[src/hdl/dsfd_pkg.sv]
// Package for the dust sensor frame decoder.
// Frame constants, state and status codes, result struct. No dependencies.
package dsfd_pkg;

    localparam logic [7:0] HEADER_BYTE = 8'hAA;
    localparam logic [7:0] TAIL_BYTE   = 8'hFF;

    localparam int RAW_W  = 16;
    localparam int CONC_W = 19;

    // Position within a frame, one-hot
    typedef enum logic [6:0] {
        S_HUNT   = 7'b000_0001,
        S_CNT_HI = 7'b000_0010,
        S_CNT_LO = 7'b000_0100,
        S_REF_A  = 7'b000_1000,
        S_REF_B  = 7'b001_0000,
        S_CHKSUM = 7'b010_0000,
        S_TAIL   = 7'b100_0000
    } t_frame_state;

    typedef enum logic [1:0] {
        ST_OK       = 2'd0,
        ST_TAIL_ERR = 2'd1,
        ST_CSUM_ERR = 2'd2
    } t_status;

    // Finished frame from the tracker to the result stage
    typedef struct packed {
        logic             done;
        logic [RAW_W-1:0] raw;
        t_status          status;
    } t_frame_res;

endpackage

[src/hdl/dsfd_frame_fsm.sv]
// Frame tracker: hunts for the header, gathers the count, checks sum and tail.
// Depends on dsfd_pkg.
module dsfd_frame_fsm (
    input  logic                i_clk,
    input  logic                i_rst_n,
    input  logic                i_step,
    input  logic [7:0]          i_byte,
    output dsfd_pkg::t_frame_res o_res
);
    import dsfd_pkg::*;

    t_frame_state r_state, n_state;
    logic [7:0]   r_sum, n_sum;
    logic [7:0]   r_hi, n_hi;
    logic [7:0]   r_lo, n_lo;
    logic         r_csum_bad, n_csum_bad;

    // Next state and the result of a tail byte
    always_comb begin
        n_state    = r_state;
        n_sum      = r_sum;
        n_hi       = r_hi;
        n_lo       = r_lo;
        n_csum_bad = r_csum_bad;
        o_res.done   = 1'b0;
        o_res.raw    = {r_hi, r_lo};
        o_res.status = ST_OK;
        unique case (r_state)
            S_CNT_HI: begin
                n_hi    = i_byte;
                n_sum   = r_sum + i_byte;
                n_state = S_CNT_LO;
            end
            S_CNT_LO: begin
                n_lo    = i_byte;
                n_sum   = r_sum + i_byte;
                n_state = S_REF_A;
            end
            S_REF_A: begin
                n_sum   = r_sum + i_byte;
                n_state = S_REF_B;
            end
            S_REF_B: begin
                n_sum   = r_sum + i_byte;
                n_state = S_CHKSUM;
            end
            S_CHKSUM: begin
                n_csum_bad = (i_byte != r_sum);
                n_state    = S_TAIL;
            end
            S_TAIL: begin
                // tail error outranks a checksum error
                o_res.done = i_step;
                if (i_byte != TAIL_BYTE) begin
                    o_res.status = ST_TAIL_ERR;
                end else if (r_csum_bad) begin
                    o_res.status = ST_CSUM_ERR;
                end
                n_state = S_HUNT;
            end
            default: begin
                if (i_byte == HEADER_BYTE) begin
                    n_state    = S_CNT_HI;
                    n_sum      = 8'd0;
                    n_csum_bad = 1'b0;
                end else begin
                    n_state = S_HUNT;
                end
            end
        endcase
    end

    // State update, one byte per step
    always_ff @(posedge i_clk) begin
        if (!i_rst_n) begin
            r_state    <= S_HUNT;
            r_sum      <= 8'd0;
            r_hi       <= 8'd0;
            r_lo       <= 8'd0;
            r_csum_bad <= 1'b0;
        end else if (i_step) begin
            r_state    <= n_state;
            r_sum      <= n_sum;
            r_hi       <= n_hi;
            r_lo       <= n_lo;
            r_csum_bad <= n_csum_bad;
        end
    end

endmodule

[src/hdl/dsfd_result_reg.sv]
// Result stage: scales the count to a concentration and holds the output word.
// Depends on dsfd_pkg.
module dsfd_result_reg (
    input  logic                                i_clk,
    input  logic                                i_rst_n,
    input  dsfd_pkg::t_frame_res                 i_res,
    input  logic                                i_take,
    output logic                                o_valid,
    output logic [dsfd_pkg::CONC_W-1:0]         o_concentration,
    output logic [dsfd_pkg::RAW_W-1:0]          o_raw_count,
    output dsfd_pkg::t_status                   o_status
);
    import dsfd_pkg::*;

    localparam int PROD_W = CONC_W + 2;

    logic                r_valid;
    logic [CONC_W-1:0]   r_conc;
    logic [RAW_W-1:0]    r_raw;
    t_status             r_status;
    logic [PROD_W-1:0]   n_prod;
    logic [CONC_W-1:0]   n_conc;

    // raw * 25 / 4, truncated; zero on a bad frame
    always_comb begin
        n_prod = {{(PROD_W-RAW_W){1'b0}}, i_res.raw} * PROD_W'(25);
        n_conc = (i_res.status == ST_OK) ? n_prod[PROD_W-1:2] : '0;
    end

    // Valid flag: set on a finished frame, cleared when taken
    always_ff @(posedge i_clk) begin
        if (!i_rst_n) begin
            r_valid <= 1'b0;
        end else if (i_res.done) begin
            r_valid <= 1'b1;
        end else if (i_take) begin
            r_valid <= 1'b0;
        end
    end

    // Payload
    always_ff @(posedge i_clk) begin
        if (i_res.done) begin
            r_conc   <= n_conc;
            r_raw    <= i_res.raw;
            r_status <= i_res.status;
        end
    end

    assign o_valid         = r_valid;
    assign o_concentration = r_conc;
    assign o_raw_count     = r_raw;
    assign o_status        = r_status;

endmodule

[src/hdl/dust_sensor_frame_decoder.sv]
// Top level of the dust sensor frame decoder: input register, frame tracker,
// result register. Depends on dsfd_pkg, dsfd_frame_fsm, dsfd_result_reg.
//
//  channel | handshake                 | payload
//  --------+---------------------------+-----------------------------------------
//  in      | i_in_valid / o_in_stall   | i_rx_byte[7:0]
//  out     | o_out_valid / i_out_stall | o_concentration[18:0] o_raw_count[15:0]
//          |                           | o_status[1:0]
//
// One byte per cycle while the input is not stalled; a tail byte passes the input register,
// then the tracker, and its result is held in the result register.
// Synchronous active-low reset returns the tracker to header hunt, no word held.
// A stall on the output holds the result; the input stalls only while a byte
// waits in the input register and the result register cannot be freed.
module dust_sensor_frame_decoder (
    input  logic                        i_clk,
    input  logic                        i_rst_n,
    input  logic                        i_in_valid,
    output logic                        o_in_stall,
    input  logic [7:0]                  i_rx_byte,
    output logic                        o_out_valid,
    input  logic                        i_out_stall,
    output logic [dsfd_pkg::CONC_W-1:0] o_concentration,
    output logic [dsfd_pkg::RAW_W-1:0]  o_raw_count,
    output logic [1:0]                  o_status
);
    import dsfd_pkg::*;

    logic       r_in_valid;
    logic [7:0] r_in_byte;
    logic       out_free;
    logic       advance;
    logic       step;
    t_frame_res frame_res;
    t_status    status;

    // Pipeline moves when the result register is empty or being taken
    assign out_free   = !o_out_valid || !i_out_stall;
    assign advance    = !r_in_valid || out_free;
    assign step       = r_in_valid && out_free;
    assign o_in_stall = !advance;

    // Input register
    always_ff @(posedge i_clk) begin
        if (!i_rst_n) begin
            r_in_valid <= 1'b0;
        end else if (advance) begin
            r_in_valid <= i_in_valid;
        end
    end

    always_ff @(posedge i_clk) begin
        if (advance && i_in_valid) begin
            r_in_byte <= i_rx_byte;
        end
    end

    dsfd_frame_fsm u_fsm (
        .i_clk   (i_clk),
        .i_rst_n (i_rst_n),
        .i_step  (step),
        .i_byte  (r_in_byte),
        .o_res   (frame_res)
    );

    dsfd_result_reg u_res (
        .i_clk           (i_clk),
        .i_rst_n         (i_rst_n),
        .i_res           (frame_res),
        .i_take          (!i_out_stall),
        .o_valid         (o_out_valid),
        .o_concentration (o_concentration),
        .o_raw_count     (o_raw_count),
        .o_status        (status)
    );

    assign o_status = status;

endmodule
[config.mk]
export PLATFORM = sky130hd
export DESIGN_NAME = dust_sensor_frame_decoder
export DESIGN_NICKNAME = d
export VERILOG_FILES = /design/src/hdl/dsfd_pkg.sv /design/src/hdl/dsfd_frame_fsm.sv /design/src/hdl/dsfd_result_reg.sv /design/src/hdl/dust_sensor_frame_decoder.sv
export SDC_FILE = /design/constraint.sdc
export NUM_CORES = 1
export LEC_CHECK = 0
export BUFFER_PORTS_ARGS = -buffer_cell sky130_fd_sc_hd__buf_2
export CORE_MARGIN = 3
export CORE_UTILIZATION = 45
export DETAILED_ROUTE_END_ITERATION = 8
export PLACE_DENSITY = 0.72
export SLEW_MARGIN = 10
export SYNTH_ARGS = -nofsm -noshare
export SYNTH_HDL_FRONTEND = slang
export SYNTH_HIERARCHICAL = 1
export SYNTH_SLANG_ARGS = --single-unit
[constraint.sdc]
create_clock -name i_clk -period 8.9 [get_ports i_clk]
set_input_delay 0.445 -clock i_clk [delete_from_list [all_inputs] [get_ports i_clk]]
set_output_delay 0.445 -clock i_clk [all_outputs]
set_load 0.02 [all_outputs]
==> out/metrics.cfg, run 1 <==
[run_status]
status = complete, no violations

[grt]
grt_pass1_wl_um = 15500
antenna_found_initial = 0
grt_max_degree = 39
grt_overflow = 0
grt_pass1_vias = 3295
grt_util_all_layers = 0.165

[yosys]
synthAdderAreaFrac = 0.203
syn-cell-area_um2 = 4870
synth_xor_area_frac = 0.0287
syn_inst = 446
synth_flop_cell = edfxtp_1
ys_warn_count = 6
muxShareOfSynthArea = 0.0431
yosys.area_share.simple = 0.146
synth_cell_type_count = 62
ys_async_sr_fraction = 0
synth_fp_nets = 530
synth_seq_cells = 79
synth.avg_cell_area_um2 = 10.9
synth_top_family_by_area = adder cells
synth-compound-area-share = 0.132
ys_seq_area_frac = 0.417
synth_edf_count = 45

[place]
hpwl_um = 7070
dpl_cell_area_um2 = 5270
routabilityCongestion = 0.862
io_buffers = 50

[cells_and_area]
final_area_um2 = 5470
num_antenna_cells = 0
layout_commonest_cell = ha_1
nets = 582
layout_common_cells = ha_1, buf_2, edfxtp_1, dfxtp_1, nor2_1
post-route-util = 0.525
area_delta_synth_final_pct = 12.1
layout-drive-gt1-share = 0.163

[clocking]
postCtsHoldBufs = 0
max-clock-path-buffers = 2
cts_inserted_buffers = 9
clockRootBuffer = clkbuf_8
insertion_delay_ns = 0.35
cts_tree = done
cts_resized = 0
h-tree-depth = 3
post-cts-setup-buffers = 0
cts_sinks = 79
clk_pin_slew_ns = 0.09

[drt]
num_vias = 3477
wire_per_inst_um = 14.8
dr.pass1.iters = 5
drc = 0
drtIter0Drc = 130
drt_wl_total_um = 9490
postRouteAntennaNets = 0
routed_via_density = 5.44

[timing]
hold_viol_final = 0
tns_ns = 0
finClkSkew_ns = 0.0138
fmaxAchievable_mhz = 299
rsz0062_at_grt = false
final-setup-viol-count = 0
period_share = 0.376
slew_violations = 0
holdWs_ns = 0.258
layout_min_cycle_time_ns = 3.35
relSlewSlack = 0.298
worst_pin_slew_ns = 1.05

[power]
p_leak_nw = 2.66
p_per_area_nw_per_um2 = 125
ir_drop_uv = 85.9
finalPower_w = 0.000682

[die]
num_rows = 37
die_h_um = 110
io_pins = 51
die-width_um = 110
die_area_um2 = 12100
core_area_um2 = 10400
start_util = 0.468

[worst_setup_path]
path_cells = ha_1 -> ha_1 -> inv_1 -> fa_1 -> inv_1 -> ha_1 -> nand4_1 -> a211o_1 -> a21oi_1 -> nor3_1 -> a211o_1
cp_top_family = adder cells
worstPathBufferInverterCount = 2
slowest_stage = dfxtp_1
required_ns = 9.01
r2r_slack_ns = 5.55
critPathMaxFanout = 6
regToRegEndpoint = u_res/o_concentration[18]
worstRegToRegCells = 11
max_stage_delay_ns = 0.52
path_common_cell = ha_1
cp-end-kind = register
critPathKind = register to register
cp.arrival_ns = 3.45
startpoint_type = register
r2r_start = u_fsm/r_hi[3]

[worst_hold_path]
hold_path.startpoint = i_rx_byte[5]
holdPathStages = 1
min_to = r_in_byte[5]
hp-class = input port to register

[flow_run]
max-cap-violations = 0

[final cells by class]
| cell class | count | area (µm²) |
|---|---|---|
| Clock buffer | 10 | 128 |
| Inverter | 28 | 105 |
| Multi-Input combinational cell | 329 | 2700 |
| Tap cell | 136 | 170 |
| Clock inverter | 6 | 68.8 |
| Timing Repair Buffer | 51 | 258 |
| Sequential cell | 79 | 2030 |
| Fill cell | 951 | 4950 |
[report_power, final]
part	total [W]	switching [W]	internal [W]	leakage [nW]
sequential	0.000391	0.00000573	0.000386	0.775
combinational	0.0000205	0.0000112	0.00000929	1.79
clock	0.000271	0.000139	0.000131	0.0968
[worst max path at each step]
stage / from / end / slack (ns) / cells past startpoint
4_1_cts: u_fsm/r_hi[3] / u_res/o_concentration[18] / 5.58 / 11
2_1_floorplan: i_out_stall / u_res/o_concentration[0] / 5.82 / 4
3_5_place_dp: u_fsm/r_hi[3] / u_res/o_concentration[18] / 5.62 / 11
6_report: u_fsm/r_hi[3] / u_res/o_concentration[18] / 5.55 / 11
3_3_place_gp: u_fsm/r_hi[3] / u_res/o_concentration[18] / 5.65 / 11
5_1_grt: u_fsm/r_hi[3] / u_res/o_concentration[18] / 5.39 / 11
[registers in the layout, summed over array words and instances, names as in the netlist]
signal,flops
r_in_byte,8
u_res/o_raw_count,16
u_fsm/r_hi,8
u_fsm/r_csum_bad,1
u_res/o_concentration,19
u_res/o_valid,1
u_fsm/r_state,7
u_fsm/r_lo,8
r_in_valid,1
u_res/o_status,2
u_fsm/r_sum,8
[per-stage QoR]
stage,cells,setup WS (ns)
after floorplan,446,5.82
after global placement,623,5.65
after detailed placement,623,5.62
after CTS,639,5.58
after global routing,639,5.39
final,639,5.55
[metal layers]
metal  GRT usage  share of wire  vias to the layer above
met4      0.0659          0.017                        0
met5           0              0                        -
met2       0.282           0.49                       81
li1            -              -                     1745
met1       0.210           0.45                     1637
met3      0.0262          0.047                       14
[synthesized netlist by cell type (4+ instances only)]
| library cell | n | area share |
|---|---|---|
| ha_1 | 60 | 0.15 |
| edfxtp_1 | 45 | 0.28 |
| dfxtp_1 | 34 | 0.14 |
| nor2_1 | 30 | 0.023 |
| inv_1 | 28 | 0.022 |
| nand2_1 | 24 | 0.018 |
| mux2i_1 | 21 | 0.043 |
| nor2b_1 | 19 | 0.024 |
| a21oi_1 | 18 | 0.018 |
| o21ai_0 | 15 | 0.015 |
| fa_1 | 12 | 0.049 |
| a21boi_0 | 9 | 0.014 |
| xor2_1 | 9 | 0.016 |
| and2_1 | 8 | 0.010 |
| nand3_1 | 8 | 0.0082 |
| o21a_1 | 8 | 0.012 |
| xnor2_1 | 7 | 0.013 |
| clkbuf_1 | 6 | 0.0046 |
| nand4_1 | 6 | 0.0077 |
| nand2b_1 | 5 | 0.0064 |
| or3_1 | 5 | 0.0064 |
| nor3_1 | 4 | 0.0041 |
| o211ai_1 | 4 | 0.0062 |
[logic make-up (layout without fill, tap and decap cells)]
group / count (synthesis) / after routing
AO/OA/AOI/OAI: 89 / 89
XOR/XNOR: 16 / 16
adder cells (fa/ha/maj): 72 / 72
buffers and inverters: 38 / 95
flip-flops: 79 / 79
multiplexers: 21 / 21
AND/OR/NAND/NOR: 131 / 131
No activity file was read; power rests on OpenSTA's default activity.
==> run 2: changes to the inputs <==
Clock period 8.9 ns to 3.5 ns, I/O delays scaled along.
==> run 2 against run 1 <==
Worst setup slack worse by 5.3 ns. Via count is 0.69% lower. Largest cell class unchanged. Clock skew is 0.0047 ns lower. Critical endpoint unchanged. Cell count is 1.4% higher.
==> out/metrics.cfg, run 2 (synthesized netlist as in run 1, its figures left out) <==
[cells_and_area]
layout-drive-gt1-share = 0.164  ; +0.00104
area_delta_synth_final_pct = 14.0
post-route-util = 0.533  ; +0.00877
nets = 591  ; +1.5%
fillers = 946  ; -0.53%
largest_reg_flops = 19  ; unchanged
layout_commonest_cell = ha_1
num_antenna_cells = 0  ; unchanged
layout_common_cells = ha_1, buf_2, edfxtp_1, dfxtp_1, nor2_1

[clocking]
postCtsHoldBufs = 8  ; +8
h-tree-depth = 3  ; unchanged
post-cts-setup-buffers = 0  ; unchanged
cts_inserted_buffers = 9  ; unchanged
clockRootBuffer = clkbuf_8
insertion_delay_ns = 0.36  ; about the same
max-clock-path-buffers = 2  ; unchanged
cts_resized = 0  ; unchanged
cts_sinks = 79  ; unchanged
clk_pin_slew_ns = 0.09  ; about the same
cts_tree = done

[timing]
finClkSkew_ns = 0.00903  ; -0.00473 ns
worst_pin_slew_ns = 1.09  ; +0.0393 ns
setup_ws_ns = 0.241  ; -5.31 ns
relSlewSlack = 0.272  ; -0.0262
hold_viol_final = 0  ; unchanged
tns_ns = 0  ; unchanged
final-setup-viol-count = 0  ; unchanged
slew_violations = 0  ; unchanged
layout_min_cycle_time_ns = 3.26  ; -0.0862 ns
rsz0062_at_grt = false
period_share = 0.931  ; +0.555
fmaxAchievable_mhz = 307  ; +2.6%

[die]
die-width_um = 110  ; unchanged
start_util = 0.468  ; unchanged
die_h_um = 110  ; unchanged
num_rows = 37  ; unchanged
die_area_um2 = 12100  ; unchanged
io_pins = 51  ; unchanged
core_area_um2 = 10400  ; unchanged

[grt]
grt_use_met1 = 0.207  ; -0.00306
met3_usage = 0.0396  ; +0.0134
grt_overflow = 0  ; unchanged
grt_pass1_wl_um = 15800  ; +1.9%
grt_util_all_layers = 0.169  ; +0.00322
grt_pass1_vias = 3467  ; +5.2%
antenna_found_initial = 0  ; unchanged
grt_most_used_layer = met2
grt_max_degree = 39  ; unchanged
grt_use_met2 = 0.290  ; +0.00823

[worst_hold_path]
hp-class = input port to register

[power]
ir_drop_uv = 246  ; +190%
p_leak_nw = 2.43  ; -8.5%
p_per_area_nw_per_um2 = 316  ; +150%

[drt]
wire_per_inst_um = 15.0  ; +1.1%
num_vias = 3453  ; -0.69%
dr.pass1.iters = 4  ; -1
drt_wl_total_um = 9720  ; +2.5%
routed_via_density = 5.33  ; -2.1%
drtIter0Drc = 113  ; -13%
drc = 0  ; unchanged
postRouteAntennaNets = 0  ; unchanged

[place]
hpwl_um = 7270  ; +2.8%
dp_slack_ns = 0.274  ; -5.34 ns
io_buffers = 50  ; unchanged
routabilityCongestion = 0.834  ; -3.3%

[run_status]
status = complete, no violations

[worst_setup_path]
critPathKind = register to register
critPathMaxFanout = 6  ; unchanged
cp.arrival_ns = 3.37  ; -0.08 ns
required_ns = 3.61  ; -5.40 ns
startpoint_type = register
cp-end-kind = register

[flow_run]
max-cap-violations = 0  ; unchanged

-- run 2: cell count changes in the layout (fill, tap and decap cells not counted) --
cell           previous run  this run
inv_4                     0         1
clkbuf_1                  1         0
inv_6                     1         4
buf_4                     1         2
dlygate4sd3_1             0         8
clkinv_4                  2         0
clkinvlp_4                1         0
-- run 2: report_power, final --
group          total [W]  internal [W]  switching (W)
Clock           0.000704      0.000339       0.000365
Combinational  0.0000586     0.0000294      0.0000292
Sequential      0.000995      0.000981      0.0000147
Total            0.00176       0.00135       0.000409
-- run 2: area by class of cell --
| class | instances | area (µm²) | share of cell area |
|---|---|---|---|
| Sequential cell | 79 | 2030 | 0.366 |
| Tap cell | 136 | 170 | 0.0306 |
| Multi-Input combinational cell | 329 | 2700 | 0.487 |
| Timing Repair Buffer | 60 | 345 | 0.0621 |
| Inverter | 28 | 105 | 0.0189 |
| Clock buffer | 9 | 124 | 0.0223 |
| Clock inverter | 7 | 76.3 | 0.0137 |
-- run 2: worst max-delay path, stage by stage (launching register included) --
cell and delay, ns:
dfxtp_1 0.48, ha_1 0.29, ha_1 0.27, inv_1 0.05, fa_1 0.49, inv_1 0.04
ha_1 0.38, nand4_1 0.19, a211o_1 0.31, a21oi_1 0.21, nor3_1 0.08, a211o_1 0.23
-- run 2: stage by stage --
stage	hold slack, ns	instance area [µm²]	power (W)	instances
floorplan	0.274	4870	0.00105	446
global route	0.0332	5560	0.00183	648
CTS	0.0351	5560	0.00178	648
finish	0.0459	5560	0.00176	648
global placement	0.353	5280	0.00107	624
detailed placement	0.353	5280	0.00107	624
-- run 2: metal layers --
layer	routed length [µm]	part of all wire
met3	522	0.054
met4	148	0.015
met5	0	0
met1	4220	0.43
met2	4830	0.50
-- run 2: path summary, 6_finish.rpt --
path | to | cells after the start | startpoint | slack [ns]
max | u_res/o_concentration[18] | 11 | u_fsm/r_hi[3] | 0.24
max reg2reg | u_res/o_concentration[18] | 11 | u_fsm/r_hi[3] | 0.24
min | r_in_valid | 2 | i_in_valid | 0.05
min reg2reg | u_fsm/r_sum[0] | 2 | u_fsm/r_sum[0] | 0.50
==> run 3: changes to the inputs <==
Settings changed: BUFFER_PORTS_ARGS -buffer_cell sky130_fd_sc_hd__buf_2 to not set, DONT_BUFFER_PORTS set to 1, GPL_ROUTABILITY_DRIVEN set to 1, PLACE_DENSITY 0.72 to not set, PLACE_DENSITY_LB_ADDON set to 0.08.
==> run 3 against run 2 <==
Global-route usage grew 0.86 points. Count of clock-buffer cells in the layout unchanged. Via count is 3.7% lower. Worst hold slack gained 0.014 ns. Maximum frequency decreased by 0.58%. Wire length is 3.0% higher. First-iteration DRC count decreased by 4.4%. Critical endpoint unchanged. Flip-flop and latch count unchanged. Non-clock buffer count down 44.
==> out/metrics.cfg, run 3 (synthesized netlist as in run 1, its figures left out) <==
[drt]
dr.pass1.iters = 4  ; unchanged
drc = 0  ; unchanged
drt_wl_total_um = 10000  ; +3.0%
drtIter0Drc = 108  ; -4.4%
wire_per_inst_um = 16.6  ; +11%
routed_via_density = 5.50  ; +3.3%
postRouteAntennaNets = 0  ; unchanged
num_vias = 3324  ; -3.7%

[worst_setup_path]
cp-end-kind = register
startpoint_type = register
required_ns = 3.62  ; about the same
critPathKind = register to register
critPathMaxFanout = 5  ; -1
cp.arrival_ns = 3.39  ; +0.02 ns

[cells_and_area]
area_delta_synth_final_pct = 9.47
layout-drive-gt1-share = 0.0812  ; -0.0829
fillers = 958  ; +1.3%
fin_cells = 604  ; -6.8%
num_antenna_cells = 0  ; unchanged
largest_reg_flops = 19  ; unchanged
nets = 547  ; -7.4%
layout_common_cells = ha_1, edfxtp_1, dfxtp_1, nor2_1, inv_1
layout_commonest_cell = ha_1

[timing]
relSlewSlack = 0.283  ; +0.0116
tns_ns = 0  ; unchanged
finClkSkew_ns = 0.0173  ; +0.00824 ns
worst_pin_slew_ns = 1.07  ; -0.0183 ns
final-setup-viol-count = 0  ; unchanged
hold_viol_final = 0  ; unchanged
period_share = 0.937  ; +0.00545
slew_violations = 0  ; unchanged
rsz0062_at_grt = false
layout_min_cycle_time_ns = 3.28  ; +0.0191 ns
fmaxAchievable_mhz = 305  ; -0.58%

[die]
core_area_um2 = 10400  ; unchanged
die_area_um2 = 12100  ; unchanged
io_pins = 51  ; unchanged
die-width_um = 110  ; unchanged
start_util = 0.468  ; unchanged
num_rows = 37  ; unchanged
die_h_um = 110  ; unchanged

[flow_run]
max-cap-violations = 0  ; unchanged

[grt]
antenna_found_initial = 0  ; unchanged
grt_pass1_wl_um = 16600  ; +4.8%
grt_pass1_vias = 3317  ; -4.3%
grt_util_all_layers = 0.177  ; +0.00856
grt_max_degree = 35  ; -10%
grt_overflow = 0  ; unchanged

[run_status]
status = complete, no violations

[power]
p_leak_nw = 2.30  ; -5.5%
ir_drop_uv = 247  ; +0.31%
p_per_area_nw_per_um2 = 318  ; +0.61%
finalPower_w = 0.00170  ; -3.4%

[clocking]
clockRootBuffer = clkbuf_8
post-cts-setup-buffers = 0  ; unchanged
h-tree-depth = 3  ; unchanged
cts_tree = done
insertion_delay_ns = 0.36  ; about the same
postCtsHoldBufs = 10  ; +2
max-clock-path-buffers = 2  ; unchanged
cts_inserted_buffers = 9  ; unchanged
cts_sinks = 79  ; unchanged
clk_pin_slew_ns = 0.10  ; about the same
cts_resized = 0  ; unchanged

[place]
routabilityCongestion = 0.802  ; -3.8%
io_buffers = 0  ; -100%
hpwl_um = 7400  ; +1.9%
dp_cells = 578  ; -7.4%

[worst_hold_path]
hp-class = input port to register

==> run 3: changes by cell type in the layout (fill, tap and decap cells not counted), moves of 2 or more <==
cell	change
dlygate4sd3_1	+2
inv_6	-2
buf_2	-50
buf_4	+4
clkinvlp_4	+3
==> run 3: worst paths after layout <==
path / startpoint / slack [ns] / depth (start not counted) / end
setup / recovery: u_fsm/r_lo[4] / 0.22 / 11 / u_res/o_concentration[18]
hold / removal: i_out_stall / 0.06 / 3 / u_res/o_valid
setup reg to reg: u_fsm/r_lo[4] / 0.22 / 11 / u_res/o_concentration[18]
hold reg to reg: u_fsm/r_sum[5] / 0.50 / 2 / u_fsm/r_sum[5]
==> run 3: power breakdown <==
part,internal (W),switching [W]
logic,0.0000269,0.0000277
registers,0.000981,0.0000162
clock network,0.000266,0.000381
==> run 3: cell type report <==
| type | count | area (µm²) | area share |
|---|---|---|---|
| clock buffer | 9 | 124 | 0.0232 |
| multi-input combinational | 329 | 2700 | 0.507 |
| tap | 136 | 170 | 0.0319 |
| inverter | 28 | 105 | 0.0197 |
| timing repair buffer | 16 | 145 | 0.0272 |
| clock inverter | 7 | 56.3 | 0.0106 |
| sequential | 79 | 2030 | 0.381 |
==> run 3: worst max-delay path, cell delays in order (launching register included) <==
cell and delay (ns):
dfxtp_1 0.48, ha_1 0.29, ha_1 0.28, inv_1 0.05, fa_1 0.50, inv_1 0.04, ha_1 0.33, o211ai_1 0.22
o21a_1 0.20, a21oi_1 0.11, a211o_1 0.26, a211o_1 0.27
==> run 3: stage by stage <==
step	hold slack, ns	setup slack (ns)	instance area, µm²	utilization
5_1_grt	0.0644	0.0551	5340	0.512
3_3_place_gp	0.266	0.270	5060	0.485
2_1_floorplan	0.274	0.447	4870	-
3_5_place_dp	0.265	0.229	5060	0.485
6_report	0.0603	0.222	5340	0.512
4_1_cts	0.0411	0.199	5340	0.512
==> run 3: routing by layer <==
| layer | wire length [µm] | vias to the layer above | global-route usage | share of wire |
|---|---|---|---|---|
| li1 | - | 1671 | - | - |
| met1 | 4590 | 1587 | 0.223 | 0.46 |
| met2 | 4910 | 53 | 0.293 | 0.49 |
| met3 | 306 | 13 | 0.0483 | 0.031 |
| met4 | 206 | 0 | 0.0588 | 0.021 |
| met5 | 0 | - | 0 | 0 |
